<file path="src/rtl/assert_macros.svh">
// Assertion macros used by the deframer RTL.
`ifndef ASSERT_MACROS_SVH
`define ASSERT_MACROS_SVH

// Checked only while out of reset.
`define SFD_ASSERT(lbl, prop, msg) \
  lbl: assert property (@(posedge clk) disable iff (!rst_n) prop) else $error(msg);

// Checked at every edge, reset included.
`define SFD_ASSERT_ALWAYS(lbl, prop, msg) \
  lbl: assert property (@(posedge clk) prop) else $error(msg);

`endif

</file>
<file path="src/rtl/sfd_pkg.sv">
// Constants and CRC helper for the sync-word deframer.
`default_nettype none

package sfd_pkg;

  localparam int FRAME_BYTES   = 32;
  localparam int CHECKED_BYTES = 26;
  localparam int SYNC_LEN      = 2;
  localparam int CKS_OFS       = SYNC_LEN + CHECKED_BYTES;

  localparam int ADDR_W = $clog2(FRAME_BYTES);
  localparam int FILL_W = $clog2(FRAME_BYTES + 1);
  localparam int IDX_W  = 5;

  localparam logic [31:0] CRC_INIT = 32'hFFFF_FFFF;
  localparam logic [31:0] CRC_POLY = 32'hEDB8_8320;

  localparam logic [1:0] REG_SYNC_FIRST  = 2'd0;
  localparam logic [1:0] REG_SYNC_SECOND = 2'd1;

  typedef logic [7:0] byte_t;

  // One byte of reflected CRC-32, eight bit steps.
  function automatic logic [31:0] crc32_byte(input logic [31:0] crc_in, input byte_t data);
    logic [31:0] c;
    c = crc_in ^ {24'd0, data};
    for (int b = 0; b < 8; b++) begin
      c = c[0] ? ((c >> 1) ^ CRC_POLY) : (c >> 1);
    end
    return c;
  endfunction

endpackage

`default_nettype wire

</file>
<file path="src/rtl/sync_frame_deframer_crc32_unit.sv">
// Sync-word deframer with reflected CRC-32 check over a sliding byte window.
// Use:
//   in_*  : one received byte per transfer (in_tdata[7:0] = rx_byte).
//   out_* : checked frame bytes, in order; out_tdata[7:0] = frame_byte,
//           out_tdata[12:8] = byte_index, out_tlast marks the final byte.
//   cfg_* : register writes; index 0 = sync_first, 1 = sync_second, other
//           indices are ignored. Always ready; write only while idle.
// Timing:
//   While the window is filling, a byte is written to the window RAM and produces nothing.
//   A byte that completes the window starts a scan: the 32 window bytes are
//   read from the window RAM one a cycle; the two sync bytes are compared,
//   the 26 checked bytes go through a single byte-wide CRC unit and the last
//   four form the checksum. A flush state drains the read pipe, then a check
//   state compares. On a match the 26 checked bytes are read back and
//   presented in order, each by a read state, then a load of the output
//   register, which waits while the receiver does not take the output.
//   A stalled receiver holds the block in emission; in_tready stays low.
//   The final frame byte may still wait on out_* while the next byte is taken.
// Reset: window empty, sync registers 0xAA/0x55, no output pending.
// The window RAM needs no clearing; only written entries are read.
`default_nettype none

module sync_frame_deframer_crc32_unit (
  input  wire         clk,
  input  wire         rst_n,
  // slave side: [7:0] rx_byte
  input  wire         in_tvalid,
  output logic        in_tready,
  input  wire  [7:0]  in_tdata,
  // master side: [7:0] frame_byte, [12:8] byte_index, [15:13] zero
  output logic        out_tvalid,
  input  wire         out_tready,
  output logic [15:0] out_tdata,
  output logic        out_tlast,
  // configuration write channel
  input  wire         cfg_valid,
  output logic        cfg_ready,
  input  wire  [1:0]  cfg_index,
  input  wire  [7:0]  cfg_data
);
  import sfd_pkg::*;

  localparam logic [2:0] S_IDLE    = 3'd0;
  localparam logic [2:0] S_SCAN    = 3'd1;
  localparam logic [2:0] S_FLUSH   = 3'd2;
  localparam logic [2:0] S_CHECK   = 3'd3;
  localparam logic [2:0] S_EMIT_RD = 3'd4;
  localparam logic [2:0] S_EMIT_LD = 3'd5;

  // window RAM, circular, oldest byte at head_r
  byte_t mem [FRAME_BYTES];

  logic [2:0]        state_r, state_nxt;
  logic [ADDR_W-1:0] head_r, head_nxt;
  logic [FILL_W-1:0] fill_r, fill_nxt;
  logic [ADDR_W-1:0] scan_r, scan_nxt;
  logic [IDX_W-1:0]  emit_r, emit_nxt;
  logic              dv_r;
  logic [ADDR_W-1:0] didx_r;
  byte_t             rd_data_r;
  logic [ADDR_W-1:0] rd_addr;
  logic [ADDR_W-1:0] wr_addr;
  logic [31:0]       crc_r, crc_nxt;
  logic [31:0]       cks_r, cks_nxt;
  logic              sync_ok_r, sync_ok_nxt;
  byte_t             sync_first_r, sync_second_r;
  logic              out_valid_r, out_valid_nxt;
  byte_t             out_byte_r, out_byte_nxt;
  logic [IDX_W-1:0]  out_idx_r, out_idx_nxt;
  logic              out_last_r, out_last_nxt;
  logic              in_fire, out_fire, out_free, emit_last;

  assign in_tready  = (state_r == S_IDLE);
  assign in_fire    = in_tvalid && in_tready;
  assign out_fire   = out_valid_r && out_tready;
  assign out_free   = !out_valid_r || out_tready;
  assign emit_last  = (emit_r == IDX_W'(CHECKED_BYTES - 1));
  assign cfg_ready  = 1'b1;
  assign out_tvalid = out_valid_r;
  assign out_tdata  = {3'd0, out_idx_r, out_byte_r};
  assign out_tlast  = out_last_r;

  assign wr_addr = head_r + fill_r[ADDR_W-1:0];

  always_comb begin
    case (state_r)
      S_EMIT_RD, S_EMIT_LD: rd_addr = head_r + ADDR_W'(SYNC_LEN) + ADDR_W'(emit_r);
      default:              rd_addr = head_r + scan_r;
    endcase
  end

  // RAM: one write, one registered read per cycle
  always_ff @(posedge clk) begin
    if (in_fire) begin
      mem[wr_addr] <= in_tdata;
    end
    rd_data_r <= mem[rd_addr];
  end

  // byte consumer: sync compare, CRC unit, checksum shift-in
  always_comb begin
    crc_nxt     = crc_r;
    cks_nxt     = cks_r;
    sync_ok_nxt = sync_ok_r;
    if (in_fire) begin
      crc_nxt     = CRC_INIT;
      sync_ok_nxt = 1'b1;
    end else if (dv_r) begin
      if (didx_r == ADDR_W'(0)) begin
        sync_ok_nxt = sync_ok_r && (rd_data_r == sync_first_r);
      end else if (didx_r == ADDR_W'(1)) begin
        sync_ok_nxt = sync_ok_r && (rd_data_r == sync_second_r);
      end else if (didx_r < ADDR_W'(CKS_OFS)) begin
        crc_nxt = crc32_byte(crc_r, rd_data_r);
      end else begin
        cks_nxt = {rd_data_r, cks_r[31:8]};  // little-endian
      end
    end
  end

  // sequencer
  always_comb begin
    state_nxt     = state_r;
    head_nxt      = head_r;
    fill_nxt      = fill_r;
    scan_nxt      = scan_r;
    emit_nxt      = emit_r;
    out_valid_nxt = out_fire ? 1'b0 : out_valid_r;
    out_byte_nxt  = out_byte_r;
    out_idx_nxt   = out_idx_r;
    out_last_nxt  = out_last_r;
    case (state_r)
      S_IDLE: begin
        if (in_fire) begin
          fill_nxt = fill_r + FILL_W'(1);
          if (fill_r == FILL_W'(FRAME_BYTES - 1)) begin
            state_nxt = S_SCAN;
            scan_nxt  = '0;
          end
        end
      end
      S_SCAN: begin
        scan_nxt = scan_r + ADDR_W'(1);
        if (scan_r == ADDR_W'(FRAME_BYTES - 1)) begin
          state_nxt = S_FLUSH;
        end
      end
      S_FLUSH: state_nxt = S_CHECK;
      S_CHECK: begin
        if (sync_ok_r && (~crc_r == cks_r)) begin
          fill_nxt  = '0;
          emit_nxt  = '0;
          state_nxt = S_EMIT_RD;
        end else begin
          head_nxt  = head_r + ADDR_W'(1);
          fill_nxt  = FILL_W'(FRAME_BYTES - 1);
          state_nxt = S_IDLE;
        end
      end
      S_EMIT_RD: state_nxt = S_EMIT_LD;
      S_EMIT_LD: begin
        if (out_free) begin
          out_valid_nxt = 1'b1;
          out_byte_nxt  = rd_data_r;
          out_idx_nxt   = emit_r;
          out_last_nxt  = emit_last;
          if (emit_last) begin
            state_nxt = S_IDLE;
          end else begin
            emit_nxt  = emit_r + IDX_W'(1);
            state_nxt = S_EMIT_RD;
          end
        end
      end
      default: state_nxt = S_IDLE;
    endcase
  end

  always_ff @(posedge clk) begin
    if (!rst_n) begin
      state_r       <= S_IDLE;
      head_r        <= '0;
      fill_r        <= '0;
      dv_r          <= 1'b0;
      out_valid_r   <= 1'b0;
      sync_first_r  <= 8'hAA;
      sync_second_r <= 8'h55;
    end else begin
      state_r     <= state_nxt;
      head_r      <= head_nxt;
      fill_r      <= fill_nxt;
      dv_r        <= (state_r == S_SCAN);
      out_valid_r <= out_valid_nxt;
      if (cfg_valid && cfg_ready) begin
        if (cfg_index == REG_SYNC_FIRST) begin
          sync_first_r <= cfg_data;
        end else if (cfg_index == REG_SYNC_SECOND) begin
          sync_second_r <= cfg_data;
        end
      end
    end
  end

  always_ff @(posedge clk) begin
    scan_r     <= scan_nxt;
    emit_r     <= emit_nxt;
    didx_r     <= scan_r;
    crc_r      <= crc_nxt;
    cks_r      <= cks_nxt;
    sync_ok_r  <= sync_ok_nxt;
    out_byte_r <= out_byte_nxt;
    out_idx_r  <= out_idx_nxt;
    out_last_r <= out_last_nxt;
  end

`include "assert_macros.svh"

  `SFD_ASSERT(a_fill_range, fill_r <= FILL_W'(FRAME_BYTES), "window fill count overflow")
  `SFD_ASSERT(a_short_stays_idle,
              in_fire && (fill_r < FILL_W'(FRAME_BYTES - 1)) |=> state_r == S_IDLE,
              "scan started before window full")
  `SFD_ASSERT(a_check_exit,
              state_r == S_CHECK |=> (state_r == S_EMIT_RD) || (state_r == S_IDLE),
              "bad exit from check")
  `SFD_ASSERT(a_last_index,
              out_valid_r && out_last_r |-> out_idx_r == IDX_W'(CHECKED_BYTES - 1),
              "tlast on wrong byte")
  `SFD_ASSERT_ALWAYS(a_reset_clear,
                     !rst_n |=> !out_valid_r && (fill_r == '0),
                     "reset left state behind")

endmodule

`default_nettype wire
</file>
<file path="config.mk">
export PLATFORM = sky130hd
export DESIGN_NAME = sync_frame_deframer_crc32_unit
export DESIGN_NICKNAME = d
export VERILOG_FILES = /design/src/rtl/sfd_pkg.sv /design/src/rtl/sync_frame_deframer_crc32_unit.sv
export VERILOG_INCLUDE_DIRS = /design/src /design/src/rtl
export SDC_FILE = /design/constraint.sdc
export NUM_CORES = 1
export LEC_CHECK = 0
export BUFFER_PORTS_ARGS = -buffer_cell sky130_fd_sc_hd__clkbuf_2
export CAP_MARGIN = 20
export CORE_MARGIN = 8
export CORE_UTILIZATION = 45
export DETAILED_ROUTE_END_ITERATION = 6
export PLACE_DENSITY_LB_ADDON = 0.08
export SYNTH_ARGS = -nofsm -noshare
export SYNTH_HDL_FRONTEND = slang
export SYNTH_SLANG_ARGS = --single-unit
</file>
<file path="constraint.sdc">
create_clock -name clk -period 3.55 [get_ports clk]
set_input_delay 0.355 -clock clk [delete_from_list [all_inputs] [get_ports clk]]
set_output_delay 0.355 -clock clk [all_outputs]
set_load 0.005 [all_outputs]
</file>
==> results.toml <==
[drt]
num_vias = 9116
drc = 0
wl_per_cell_um = 21.4
routed_wl_mm = 37.2
dr.pass1.iters = 4
drt_iter0_markers = 560
viasPerCell = 5.23
drtAntennaViolNets = 0

[clock_tree]
numCtsBuffers = 43
max-clock-path-buffers = 3
postCtsSetupRepairBufs = 0
clock_latency_ns = 0.57
cts_tree = "done"
htree_num_levels = 2
cts_resized = 0
cts_num_sinks = 390
clock_tree.root_cell = "clkbuf_16"
path_clk_slew_ns = 0.06

[critical_path]
r2r-start = "emit_r[1]"
crit_path_start_kind = "register"
regToRegSetupSlack_ns = 0.31
r2r-end = "rd_data_r[3]"
crit_type = "reg -> reg"
arrival_ns = 3.68
worst-path-max-fanout = 50
reg2regPathDepth = 11
required_ns = 4.00
crit_path_end_kind = "register"

[global_routing]
grt_pass1_wl_mm = 56.8
grt_pass1_vias = 9280
grt_max_degree = 63
grt-ovfl-total = 0
grt_antenna_before_repair = 0
grt_use_total_pct = 17.0

[pwr]
p_sw_mw = 1.93
pwr-share-clk_pct = 45.9
power.density_nw_per_um2 = 490
peakVddDrop_uv = 438
seq_power_share_pct = 52.2
swShare_pct = 20.3
internal_power_mw = 7.57
p_leak_nw = 7.70
power_frac_comb_pct = 1.8

[logic_synthesis]
async_flop_share_pct = 0
ys_warn_count = 0
synth_area_leader_cell = "edfxtp_1"
synth.cell_area_um2 = 16900
synth_most_common_cell = "edfxtp_1"
seq_area_frac_synth_pct = 64.6
synth_area_leaders = "edfxtp_1 55%, mux2i_1 15%, dfxtp_1 9.2%, xnor2_1 3.4%, xor2_1 2.9%"
ys.flop_type = "edfxtp_1"
synth_top_area_share_pct = 55.4
synth_common_cells = "312 x edfxtp_1, 260 x mux2i_1, 78 x dfxtp_1"
synth_cell_types = 49
synth-seq-cells = 390
syn-instance-count = 1141
synth_edf_count = 312
syn_avg_cell_area_um2 = 14.8

[placement]
io_buffer_count = 38
hpwl_mm = 24.1
gp_congestion = 0.786
placed_area_um2 = 18000

[timing]
timing.fmax_ghz = 0.309
setup_violations = 0
final_hold_viol_count = 0
slew_headroom_pct = 40.9
period_share_pct = 91.2
finalClockSkew_ns = 0.0232
slew_violations = 0
grt_setup_unrepaired = "false"
setup_tns_ns = 0
max_slew.worst_pin.slew_ns = 0.886
fin_crit_ns = 3.24

[min_path]
worstHoldPathCells = 3
hp-class = "in -> reg"
min-delay-start = "cfg_data[7]"
whs_endpoint = "sync_first_r[7]"

[job]
drv_cap = 0

[floorplan]
die_y_um = 210
die_area_um2 = 44000
start_util_pct = 45.3
die_w_um = 210
core_um2 = 37300
top_level_ports = 43
rows = 71

[cells_and_area]
area_delta_synth_final_pct = 14.6
final_area_um2 = 19400
num_antenna_cells = 0
drive_above_1_share_pct = 15.0
n_fill_cell = 3191
fin_nets = 1284

[run_status]
status = "complete, no violations"
flip-flops by register name, indices dropped and copies added, names as in the netlist, 6 cells and up:
signal / flops
mem: 256
cks_r: 32
crc_r: 32
out_byte_r: 8
rd_data_r: 8
sync_first_r: 8
sync_second_r: 8
fill_r: 6
per-stage QoR:
stage	power, mW	hold WS [ns]	util, %	worst slack [ns]	std cells
after global placement	5.23	0.451	48.2	0.382	1665
after detailed placement	5.23	0.457	48.2	0.382	1665
after global routing	9.80	0.0235	51.9	0.197	1743
final	9.49	0.0422	51.9	0.311	1743
after CTS	9.62	0.00786	51.9	0.359	1743
after floorplan	5.12	0.397	-	0.773	1143
critical path, stage by stage (launching register included):
cell and delay (ns):
edfxtp_1 0.39, inv_1 0.08, ha_1 0.27, inv_1 0.04
ha_1 0.20, fa_1 0.54, o21ai_4 0.21, buf_12 0.34
mux2i_1 0.16, mux2i_1 0.41, mux2i_1 0.13, mux2_2 0.28
cell usage in the layout (no fill, tap or decap), types with 5 or more instances in the layout:
cell type,Yosys,final
clkinv_2,0,7
mux2_2,8,8
clkbuf_8,0,6
xnor2_1,65,65
and3_1,6,6
nor3_1,6,5
nor2_1,53,53
clkbuf_2,0,38
o21ai_0,8,7
clkinv_1,0,9
a21oi_1,16,15
o211ai_1,28,28
nand4_1,7,7
edfxtp_1,312,312
buf_4,20,54
nand2_1,59,59
nand3_1,14,13
ha_1,21,21
clkbuf_16,0,45
mux2i_1,260,259
xor2_1,56,56
inv_1,16,16
nor2b_1,11,11
xnor2_2,9,9
dfxtp_1,78,78
and2_1,8,8
logic make-up (layout without fill, tap and decap cells):
group,count (synthesis),in the layout,share of synthesized area [%]
other cells,2,4,0.0444
fa+ha+maj,24,24,1.91
xor+xnor,133,133,7.49
compound gates,75,75,2.97
simple gates,185,185,5.10
flops,390,390,64.6
mux,268,268,15.9
buf+inv,64,190,1.94
layer usage:
| metal | GRT usage, % | vias to the layer above | wire (um) |
|---|---|---|---|
| met5 | 0 | - | 0 |
| met4 | 4.35 | 0 | 713 |
| met3 | 3.59 | 46 | 1370 |
| met2 | 28.3 | 127 | 17800 |
| met1 | 22.5 | 4535 | 17300 |
| li1 | - | 4408 | - |
power groups by stage:
stage / registers (mW) / logic, mW / clock network (mW)
6_report: 4.96 / 0.173 / 4.36
4_1_cts: 4.96 / 0.177 / 4.48
3_5_place_dp: 5.06 / 0.175 / 0
2_1_floorplan: 5.05 / 0.0726 / 0
5_1_grt: 4.96 / 0.190 / 4.65
3_3_place_gp: 5.06 / 0.172 / 0
how the worst max path moves through the flow:
| stage | endpoint | cells after the start | from | slack [ns] |
|---|---|---|---|---|
| detailed placement | rd_data_r[3] | 11 | emit_r[1] | 0.38 |
| global route | rd_data_r[0] | 11 | emit_r[1] | 0.20 |
| finish | rd_data_r[3] | 11 | emit_r[1] | 0.31 |
| CTS | rd_data_r[3] | 11 | emit_r[1] | 0.36 |
| global placement | rd_data_r[3] | 11 | emit_r[1] | 0.38 |
| floorplan | rd_data_r[0] | 12 | head_r[1] | 0.77 |
timing repair:
item,in CTS,in global routing
endpoints found under the setup margin,0,0
hold endpoints to repair,1,0
hold buffers,1,0
area by class of cell:
| type | instances | area, um^2 | area share, % |
|---|---|---|---|
| clock buffers | 55 | 1220 | 6.32 |
| clock inverters | 22 | 169 | 0.872 |
| inverters | 16 | 60.1 | 0.310 |
| multi-input cells | 689 | 5710 | 29.5 |
| flip-flops and latches | 390 | 10900 | 56.4 |
| well taps | 474 | 593 | 3.06 |
| repair buffers | 97 | 686 | 3.54 |
Power figures use the tool's default switching activity.
